File: config.mk
export PLATFORM = sky130hd
export DESIGN_NAME = websocket_frame_deframer_unit
export DESIGN_NICKNAME = d
export VERILOG_FILES = /design/src/rtl/wsfd_pkg.sv /design/src/rtl/wsfd_parser.sv /design/src/rtl/wsfd_out_fifo.sv /design/src/rtl/websocket_frame_deframer_unit.sv
export SDC_FILE = /design/constraint.sdc
export NUM_CORES = 1
export LEC_CHECK = 0
export BUFFER_PORTS_ARGS = -buffer_cell sky130_fd_sc_hd__buf_4
export CORE_UTILIZATION = 30
export DETAILED_ROUTE_END_ITERATION = 16
export PLACE_DENSITY = 0.48
export SYNTH_ARGS = -nofsm -noshare
export SYNTH_HDL_FRONTEND = slang
export SYNTH_SLANG_ARGS = --single-unit
File: constraint.sdc
create_clock -name clk_i -period 3 [get_ports clk_i]
set_input_delay 0.45 -clock clk_i [delete_from_list [all_inputs] [get_ports clk_i]]
set_output_delay 0.45 -clock clk_i [all_outputs]
set_load 0.1 [all_outputs]
File: src/rtl/wsfd_pkg.sv
// Shared types and constants for the WebSocket frame deframer.
`default_nettype none

package wsfd_pkg;

  localparam int unsigned ByteW   = 8;
  localparam int unsigned OpcodeW = 4;
  localparam int unsigned LenW    = 64;
  localparam int unsigned KeyW    = 32;

  localparam logic [7:0] OpcodeMask = 8'h0F;
  localparam logic [7:0] MaskFlag   = 8'h80;
  localparam logic [7:0] LenCodeMsk = 8'h7F;
  localparam logic [6:0] LenCode16  = 7'd126;
  localparam logic [6:0] LenCode64  = 7'd127;

  localparam logic [2:0] Ext16Last  = 3'd1;
  localparam logic [2:0] Ext64Last  = 3'd7;
  localparam logic [2:0] KeyLast    = 3'd3;

  typedef enum logic [2:0] {
    PH_HDR0  = 3'd0,
    PH_HDR1  = 3'd1,
    PH_EXT16 = 3'd2,
    PH_EXT64 = 3'd3,
    PH_MASK  = 3'd4,
    PH_DATA  = 3'd5
  } phase_e;

  typedef struct packed {
    logic [ByteW-1:0]   payload_byte;
    logic [OpcodeW-1:0] frame_opcode;
    logic               carries_byte;
    logic               frame_end;
  } result_t;

endpackage

`default_nettype wire

File: src/rtl/wsfd_parser.sv
// Frame header parser and payload unmasking state machine.
`default_nettype none

module wsfd_parser (
  input  wire logic             clk_i,
  input  wire logic             rst_ni,
  input  wire logic             step_i,
  input  wire logic [7:0]       byte_i,
  output logic                  res_valid_o,
  output wsfd_pkg::result_t     res_o
);
  import wsfd_pkg::*;

  phase_e             phase_q, phase_d;
  logic [2:0]         count_q, count_d;
  logic [OpcodeW-1:0] opcode_q, opcode_d;
  logic               masked_q, masked_d;
  logic [LenW-1:0]    remain_q, remain_d;
  logic [KeyW-1:0]    key_q, key_d;
  logic [1:0]         pos_q, pos_d;
  logic [6:0]         code;
  logic [7:0]         key_byte;
  logic               last;

  always_ff @(posedge clk_i or negedge rst_ni) begin
    if (!rst_ni) begin
      phase_q  <= PH_HDR0;
      count_q  <= '0;
      opcode_q <= '0;
      masked_q <= 1'b0;
      remain_q <= '0;
      key_q    <= '0;
      pos_q    <= '0;
    end else if (step_i) begin
      phase_q  <= phase_d;
      count_q  <= count_d;
      opcode_q <= opcode_d;
      masked_q <= masked_d;
      remain_q <= remain_d;
      key_q    <= key_d;
      pos_q    <= pos_d;
    end
  end

  always_comb begin
    case (pos_q)
      2'd0:    key_byte = key_q[31:24];
      2'd1:    key_byte = key_q[23:16];
      2'd2:    key_byte = key_q[15:8];
      default: key_byte = key_q[7:0];
    endcase
  end

  assign code = byte_i[6:0] & LenCodeMsk[6:0];
  assign last = (remain_q[LenW-1:1] == '0);

  always_comb begin
    phase_d     = phase_q;
    count_d     = count_q;
    opcode_d    = opcode_q;
    masked_d    = masked_q;
    remain_d    = remain_q;
    key_d       = key_q;
    pos_d       = pos_q;
    res_valid_o = 1'b0;
    res_o       = '{payload_byte: '0, frame_opcode: opcode_q,
                    carries_byte: 1'b0, frame_end: 1'b1};
    case (phase_q)
      PH_HDR1: begin
        masked_d = (byte_i & MaskFlag) != 8'h00;
        key_d    = '0;
        count_d  = '0;
        remain_d = '0;
        if (code == LenCode16) begin
          phase_d = PH_EXT16;
        end else if (code == LenCode64) begin
          phase_d = PH_EXT64;
        end else begin
          remain_d = {{(LenW-7){1'b0}}, code};
          pos_d    = '0;
          if (masked_d) begin
            phase_d = PH_MASK;
          end else if (code == 7'd0) begin
            phase_d     = PH_HDR0;
            res_valid_o = 1'b1;
          end else begin
            phase_d = PH_DATA;
          end
        end
      end
      PH_EXT16, PH_EXT64: begin
        remain_d = {remain_q[LenW-9:0], byte_i};
        if ((phase_q == PH_EXT16 && count_q >= Ext16Last) ||
            (phase_q == PH_EXT64 && count_q >= Ext64Last)) begin
          count_d = '0;
          pos_d   = '0;
          if (masked_q) begin
            phase_d = PH_MASK;
          end else if (remain_d == '0) begin
            phase_d     = PH_HDR0;
            res_valid_o = 1'b1;
          end else begin
            phase_d = PH_DATA;
          end
        end else begin
          count_d = count_q + 3'd1;
        end
      end
      PH_MASK: begin
        key_d = {key_q[KeyW-9:0], byte_i};
        if (count_q >= KeyLast) begin
          count_d = '0;
          pos_d   = '0;
          if (remain_q == '0) begin
            phase_d     = PH_HDR0;
            res_valid_o = 1'b1;
          end else begin
            phase_d = PH_DATA;
          end
        end else begin
          count_d = count_q + 3'd1;
        end
      end
      PH_DATA: begin
        pos_d       = pos_q + 2'd1;
        remain_d    = last ? '0 : remain_q - {{(LenW-1){1'b0}}, 1'b1};
        res_valid_o = 1'b1;
        res_o.payload_byte = masked_q ? (byte_i ^ key_byte) : byte_i;
        res_o.carries_byte = 1'b1;
        res_o.frame_end    = last;
        if (last) begin
          phase_d = PH_HDR0;
        end
      end
      default: begin
        opcode_d = byte_i[3:0] & OpcodeMask[3:0];
        phase_d  = PH_HDR1;
      end
    endcase
  end

  a_marker_ends_frame: assert property (@(posedge clk_i) disable iff (!rst_ni)
    (step_i && res_valid_o && !res_o.carries_byte) |-> res_o.frame_end)
    else $error("empty-frame marker without frame end");

  a_hdr0_silent: assert property (@(posedge clk_i) disable iff (!rst_ni)
    (step_i && phase_q == PH_HDR0) |-> !res_valid_o)
    else $error("result on first header byte");

  a_frame_end_to_hdr0: assert property (@(posedge clk_i) disable iff (!rst_ni)
    (step_i && res_valid_o && res_o.frame_end) |=> (phase_q == PH_HDR0))
    else $error("frame end did not return to header");

  a_data_pos_clear: assert property (@(posedge clk_i) disable iff (!rst_ni)
    (step_i && phase_q != PH_DATA && phase_d == PH_DATA) |=> (pos_q == 2'd0))
    else $error("mask position not cleared at payload start");

endmodule

`default_nettype wire

File: src/rtl/wsfd_out_fifo.sv
// Two-entry result buffer between the parser and the output channel.
`default_nettype none

module wsfd_out_fifo (
  input  wire logic             clk_i,
  input  wire logic             rst_ni,
  input  wire logic             push_i,
  input  wire wsfd_pkg::result_t data_i,
  output logic                  full_o,
  output logic                  out_valid_o,
  input  wire logic             out_stall_i,
  output wsfd_pkg::result_t     data_o
);
  import wsfd_pkg::*;

  result_t    mem_q [2];
  logic       wr_q, rd_q;
  logic [1:0] count_q, count_d;
  logic       pop;

  assign pop         = out_valid_o && !out_stall_i;
  assign out_valid_o = count_q != 2'd0;
  assign full_o      = count_q == 2'd2;
  assign data_o      = mem_q[rd_q];

  always_comb begin
    count_d = count_q;
    case ({push_i, pop})
      2'b10:   count_d = count_q + 2'd1;
      2'b01:   count_d = count_q - 2'd1;
      default: count_d = count_q;
    endcase
  end

  always_ff @(posedge clk_i or negedge rst_ni) begin
    if (!rst_ni) begin
      wr_q    <= 1'b0;
      rd_q    <= 1'b0;
      count_q <= '0;
    end else begin
      count_q <= count_d;
      if (push_i) begin
        wr_q <= !wr_q;
      end
      if (pop) begin
        rd_q <= !rd_q;
      end
    end
  end

  always_ff @(posedge clk_i) begin
    if (push_i) begin
      mem_q[wr_q] <= data_i;
    end
  end

  a_no_push_full: assert property (@(posedge clk_i) disable iff (!rst_ni)
    !(push_i && full_o))
    else $error("push into full result buffer");

  a_ptr_count: assert property (@(posedge clk_i) disable iff (!rst_ni)
    (count_q == 2'd0 || count_q == 2'd2) |-> (wr_q == rd_q))
    else $error("pointers disagree with count");

  a_count_range: assert property (@(posedge clk_i) disable iff (!rst_ni)
    count_q != 2'd3)
    else $error("result buffer count overflow");

endmodule

`default_nettype wire

File: src/rtl/websocket_frame_deframer_unit.sv
// Top level of the WebSocket frame deframer: input register, parser, result buffer.
// Input channel: rx_byte_i with in_valid_i / in_stall_o; one stream byte per item.
// Output channel: payload_byte_o, frame_opcode_o, carries_byte_o, frame_end_o with
// out_valid_o / out_stall_i. Each payload byte yields one item, unmasked with the
// frame's key; a frame of zero length yields one marker item with carries_byte_o
// low and frame_end_o high. Header, length and key bytes yield nothing else.
// Path: an item accepted into the input register is parsed combinationally and its
// result is written into the result buffer, which presents it on the output.
// Throughput: one byte per cycle, sustained while the receiver does not stall;
// the parser state update (a 64-bit length decrement and zero test) sets the cycle.
// A two-entry result buffer sits before the output; when it is full the input
// register holds its byte and in_stall_o rises, so nothing is lost when the
// receiver stalls. in_stall_o does not depend on out_stall_i in the same cycle.
// Reset (rst_ni low, asynchronous) returns the parser to awaiting the first
// header byte and empties the input register and the result buffer.
`default_nettype none

module websocket_frame_deframer_unit (
  input  wire logic       clk_i,
  input  wire logic       rst_ni,
  input  wire logic       in_valid_i,
  output logic            in_stall_o,
  input  wire logic [7:0] rx_byte_i,
  output logic            out_valid_o,
  input  wire logic       out_stall_i,
  output logic [7:0]      payload_byte_o,
  output logic [3:0]      frame_opcode_o,
  output logic            carries_byte_o,
  output logic            frame_end_o
);
  import wsfd_pkg::*;

  logic       in_valid_q, in_valid_d;
  logic [7:0] in_byte_q;
  logic       full, advance, accept, res_valid;
  result_t    res, out_res;

  assign advance    = in_valid_q && !full;
  assign in_stall_o = in_valid_q && full;
  assign accept     = in_valid_i && !in_stall_o;
  assign in_valid_d = accept ? 1'b1 : (advance ? 1'b0 : in_valid_q);

  always_ff @(posedge clk_i or negedge rst_ni) begin
    if (!rst_ni) begin
      in_valid_q <= 1'b0;
    end else begin
      in_valid_q <= in_valid_d;
    end
  end

  always_ff @(posedge clk_i) begin
    if (accept) begin
      in_byte_q <= rx_byte_i;
    end
  end

  wsfd_parser u_parser (
    .clk_i       (clk_i),
    .rst_ni      (rst_ni),
    .step_i      (advance),
    .byte_i      (in_byte_q),
    .res_valid_o (res_valid),
    .res_o       (res)
  );

  wsfd_out_fifo u_out_fifo (
    .clk_i       (clk_i),
    .rst_ni      (rst_ni),
    .push_i      (advance && res_valid),
    .data_i      (res),
    .full_o      (full),
    .out_valid_o (out_valid_o),
    .out_stall_i (out_stall_i),
    .data_o      (out_res)
  );

  assign payload_byte_o = out_res.payload_byte;
  assign frame_opcode_o = out_res.frame_opcode;
  assign carries_byte_o = out_res.carries_byte;
  assign frame_end_o    = out_res.frame_end;

  a_stall_needs_item: assert property (@(posedge clk_i) disable iff (!rst_ni)
    in_stall_o |-> in_valid_q)
    else $error("stall without a held item");

  a_held_byte_stable: assert property (@(posedge clk_i) disable iff (!rst_ni)
    (in_valid_q && !advance) |=> (in_valid_q && $stable(in_byte_q)))
    else $error("held input byte changed");

  a_marker_zero: assert property (@(posedge clk_i) disable iff (!rst_ni)
    (out_valid_o && !carries_byte_o) |-> (payload_byte_o == 8'h00))
    else $error("marker item carries data");

endmodule

`default_nettype wire
# After elaboration in Yosys (flattened, before gate mapping)
# Memories as Yosys holds them, arrays and structs flattened.
# Index checks and enable logic that the tools add are counted.
# op_classes
n_addsub,5
mul,0
div_mod_pow,0
magnitude_cmp,3
n_eq_ne,17
shifts,0
mux,43
n_bitwise,2
n_reduce_logical,34
# ops
operator,count
64-bit case mux with 3 select lines,1
64-bit zero test,2
64-bit two-way mux,2
32-bit case mux with 2 select lines,1
"64-bit by 1-bit subtractor with 64-bit output, second input constant",1
63-bit zero test,1
3-bit two-way mux,12
8-bit case mux with 3 select lines,1
8-bit two-way mux,2
"7-bit equality test, second input constant",2
1-bit two-way mux,13
3-bit case mux with 4 select lines,1
2-bit two-way mux,5
2-bit AND reduction,5
3-bit case mux with 3 select lines,1
2-bit case mux with 4 select lines,1
2-bit nonzero test,4
8-bit XOR,1
1-bit logical AND,7
7-bit zero test,1
7-bit two-way mux,1
"2-bit equality test, second input constant",3
"3-bit by 2-bit equality test with 1-bit output, second input constant",2
"3-bit equality test, second input constant",2
other kinds (22),32
# word_totals
ff_bits,122
latchBits,0
ram_bits,28
romBits,0
inputBits,12
word_cells,117
n_memories,1
# memory_table
memory,depth,word_bits,rd,rd_clocked_by_memory_dff,write_ports,line,rtl
u_out_fifo.mem_q,2,14,1,0,1,wsfd_out_fifo.sv:16,result_t mem_q [2];

# Depth between registers and ports, before layout
# logic_depth
depth_word,9
mapped_depth,12
mapped_depth_nobuf,12

# Modules after synthesis
# A second synthesis with hierarchy kept.
# unflattened
cells_unflattened,824
area_unflattened_um2,8194.1
# modules_own_cells
mod,n_inst,cells_per_inst,area_each_um2,seq_area_each_um2
wsfd_parser,1,749,6630.1,2727.6
wsfd_out_fifo,1,61,1260.0,940.9
websocket_frame_deframer_unit,1,14,304.0,265.3

# Worst setup path after synthesis
# No wires, ideal clock.
# synth_path
path_type,flip-flop to flip-flop
startpoint,reg u_parser.remain_q[50]
endpoint,mem u_out_fifo.mem_q[1][0] (netlist name) (enable)
setup_time_ns,0.368
arrival_ns,2.486
required_time_ns,2.632
slack_ns,0.147
path_stages_with_launch,8
n_path_buf,1
period_less_slack_ns,2.853
cell_sequence,dfrtp_1 or3_1 clkbuf_1 nor4_1 nand4_1 nor4_1 or2_2 o311a_1
# synth_via
elab_chain_cells,8
elab_cells_between_ends,11
# synth_lines
item,line,rtl
start: declaration,wsfd_parser.sv:18,"logic [LenW-1:0] remain_q, remain_d;"
start signal: assignment,wsfd_parser.sv:39,remain_q <= remain_d;
64-bit zero test,wsfd_parser.sv:99,end else if (remain_d == '0) begin
1-bit two-way mux,wsfd_parser.sv:99,
1-bit two-way mux,wsfd_parser.sv:97,if (masked_q) begin
1-bit two-way mux,wsfd_parser.sv:93,if ((phase_q == PH_EXT16 && count_q >= Ext16Last) ||
1-bit case mux with 4 select lines (*),wsfd_parser.sv:68,case (phase_q)
1-bit logical AND (*),websocket_frame_deframer_unit.sv:69,".push_i (advance && res_valid),"
1-bit two-way mux (*),wsfd_out_fifo.sv:52,if (push_i) begin
1-bit two-way mux (not written as such) (*),wsfd_out_fifo.sv:53,mem_q[wr_q] <= data_i;
end: declaration,wsfd_out_fifo.sv:16,
# Every way passes the cells marked *; elsewhere a longest branch is shown, timed or not.

# Final worst setup path
# layout_path
startpoint,reg u_parser.remain_q[58]
endpoint,reg u_parser.remain_q[12]
# layout_via
elab_chain_cells,3
# layout_lines
item,line,rtl
63-bit zero test,wsfd_parser.sv:55,assign last = (remain_q[LenW-1:1] == '0);
64-bit two-way mux,wsfd_parser.sv:126,"remain_d = last ? '0 : remain_q - {{(LenW-1){1'b0}}, 1'b1};"
64-bit case mux with 3 select lines,wsfd_parser.sv:68,
# No other way between the ends.
# A chain may end at the register's enable or synchronous reset.

==> flow_summary.json <==
{
  "ys_top_cells_by_count": "dfrtp_1, nand2_1, o21ai_0, nor2_1, a22o_1",
  "crit_family": "simple AND/OR/NAND/NOR gates",
  "synthCells": 830,
  "core_um2": 26900,
  "path_clk_slew_ps": 80,
  "async_reset_ff_frac": 0.760,
  "area_growth_pct": 20.6,
  "timing.hold.ws_ps": 15.4,
  "synth_top_area_cell": "dfrtp_1",
  "max_freq_mhz": 349,
  "cts_buffers": 17,
  "finalCriticalPeriod_ps": 2860,
  "num_rows": 60,
  "grt_pass1_vias": 6926,
  "synth.net_count": 852,
  "setup_viol": 0,
  "cp.arrival_ps": 3180,
  "die-area_um2": 28000,
  "p_seq_frac": 0.288,
  "synthesis.area_um2": 8190,
  "io_pins": 28,
  "cts-root-buf": "clkbuf_16",
  "start_kind": "flip-flop",
  "total_power_mw": 10.5,
  "fp.dieH_um": 167,
  "synth_cell_type_count": 72,
  "wl_per_cell_um": 19.5,
  "synth_area_leaders": "dfrtp_1, edfxtp_1, a22o_1, nand2_1, o21ai_0",
  "syn_avg_cell_area_um2": 9.87,
  "final_hold_viol_count": 0,
  "power_density_nw_per_um2": 1070,
  "hpwl_um": 16300,
  "yosysWarnings": 0,
  "synth-edff-count": 36,
  "power_frac_comb": 0.495,
  "clockPowerShare": 0.217,
  "max-slew-margin-rel": 0.416,
  "drt-initial-drc-count": 431,
  "htree_levels": 4,
  "port_buffers": 27,
  "die_x_um": 167,
  "p_int_mw": 5.65,
  "synth_most_common_cell": "dfrtp_1",
  "vdd_ir_drop_max_uv": 430,
  "cts_tree": "done",
  "drcViolationCount": 0,
  "seq_area_frac_synth": 0.480,
  "place_ws_ps": 32.4,
  "ff2ff_setup_slack_ps": 140,
  "nets": 916,
  "crit_chain": "or4_1 -> nor4_2 -> buf_4 -> nand3_2 -> o31a_1 -> inv_2 -> buf_12 -> o21ai_0 -> a221o_2",
  "synth_top_area_frac": 0.348,
  "setup_slack_ps": 136,
  "clock-sinks": 150,
  "crit_fanout": 25,
  "finalCritPeriodShare": 0.955,
  "max_cap_viol_count": 0,
  "grt_pass1_wl_um": 39500,
  "switching_share": 0.465,
  "crit_buf_inv": 3,
  "worst_setup_path_end_kind": "flip-flop",
  "ant_nets": 0,
  "cts_max_path_buffers": 2,
  "grt_max_degree": 47,
  "hp-class": "in2async",
  "required_ps": 3320,
  "grt_setup_unrepaired": "yes",
  "ys.flop_type": "dfrtp_1",
  "drt_first_pass_iters": 5,
  "clkLatencyLatePin_ps": 440,
  "via_count": 6951,
  "drv_slew": 0,
  "wirelength_um": 24300,
  "critical_path_class": "reg2reg",
  "vias_per_cell": 5.57,
  "grt_overflow": 0,
  "initial_core_util": 0.305,
  "antenna_found_initial": 0,
  "status": "completed",
  "finClkSkew_ps": 16.4,
  "gp_congestion": 0.789,
  "tightest_slew_ps": 870,
  "drive_gt1_frac": 0.205,
  "power_switching_mw": 4.90,
  "slowest_stage": "or4_1",
  "synth_seq_cells": 150,
  "p_leak_nw": 4.03,
  "crit_path_max_incr_delay_ps": 590,
  "antenna_cells": 0,
  "grt_util_all_layers": 0.179
}
[cells in the final DEF (no fill, tap or decap), types with 22 or more instances in the layout]
cell	count
nor2_1	50
nor3_1	31
o21ai_0	52
a22o_1	42
a21oi_1	27
dfrtp_1	114
buf_4	97
mux2_2	22
edfxtp_1	36
inv_1	30
nand2_1	82
[stage by stage]
| step | area (µm²) | util | setup TNS, ps | cells |
|---|---|---|---|---|
| 6_report | 9880 | 0.368 | 0 | 1248 |
| 5_1_grt | 9880 | 0.368 | -11.2 | 1248 |
| 4_1_cts | 9860 | 0.367 | 0 | 1248 |
| 3_5_place_dp | 9240 | 0.344 | 0 | 1216 |
| 3_3_place_gp | 9240 | 0.344 | 0 | 1216 |
| 2_1_floorplan | 8190 | - | 0 | 830 |
[what timing repair did]
item	4_1_cts	5_1_grt
hold buffers	0	0
endpoints found under the setup margin	0	16
setup buffers	0	0
gates resized for setup	0	6
[layout make-up]
| type | instances | area, µm² |
|---|---|---|
| Timing Repair Buffer | 104 | 868 |
| Sequential cell | 150 | 3930 |
| Multi-Input combinational cell | 589 | 3900 |
| Inverter | 32 | 120 |
| Clock inverter | 15 | 199 |
| Fill cell | 2710 | 17000 |
| Tap cell | 341 | 427 |
| Clock buffer | 17 | 425 |
[per-layer routing]
| metal | track usage | routed length, µm | vias to the layer above |
|---|---|---|---|
| li1 | - | - | 3311 |
| met1 | 0.257 | 11900 | 3464 |
| met2 | 0.282 | 11100 | 156 |
| met3 | 0.0251 | 970 | 20 |
| met4 | 0.0495 | 315 | 0 |
| met5 | 0 | 0 | - |
[registers in the layout, indices dropped and copies added (netlist names), 2 cells and up]
signal	cells
u_parser.count_q	3
u_parser.phase_q	3
u_parser.pos_q	2
u_parser.opcode_q	4
in_byte_q	8
u_out_fifo.mem_q	28
u_parser.key_q	32
u_out_fifo.count_q	2
u_parser.remain_q	64
[cell families (layout without fill, tap and decap cells)]
logic type	Yosys count	count (layout)	synth area share
AND/OR/NAND/NOR	303	303	0.196
AO/OA/AOI/OAI	241	241	0.218
flip-flops	150	150	0.480
buffers and inverters	91	168	0.0464
multiplexers	23	23	0.0315
XOR/XNOR	12	12	0.0128
adder cells (fa/ha/maj)	10	10	0.0153
[path summary, 6_finish.rpt]
kind                                                    from                                end  depth (start not counted)
setup / recovery           u_parser.remain_q[58]$_DFFE_PN0P_  u_parser.remain_q[12]$_DFFE_PN0P_                          9
hold reg to reg             u_parser.opcode_q[1]$_DFFE_PN0P_   u_out_fifo.mem_q[0][3]$_DFFE_PP_                          0
hold / removal                                        rst_ni     u_parser.key_q[19]$_DFFE_PN0P_                          1
min in group clk_i                              rx_byte_i[4]             in_byte_q[4]$_DFFE_PP_                          1
max in group asynchronous                             rst_ni  u_parser.remain_q[14]$_DFFE_PN0P_                          2
setup reg to reg           u_parser.remain_q[58]$_DFFE_PN0P_  u_parser.remain_q[12]$_DFFE_PN0P_                          9
[power groups by stage]
stage	sequential [mW]	combinational [mW]	clock [mW]
after floorplan	2.94	3.45	0
after global placement	3.06	5.21	0
after detailed placement	3.06	5.20	0
after CTS	3.03	5.22	2.34
after global routing	3.11	5.66	2.42
final	3.03	5.22	2.29
No activity file was read; power rests on OpenSTA's default activity.
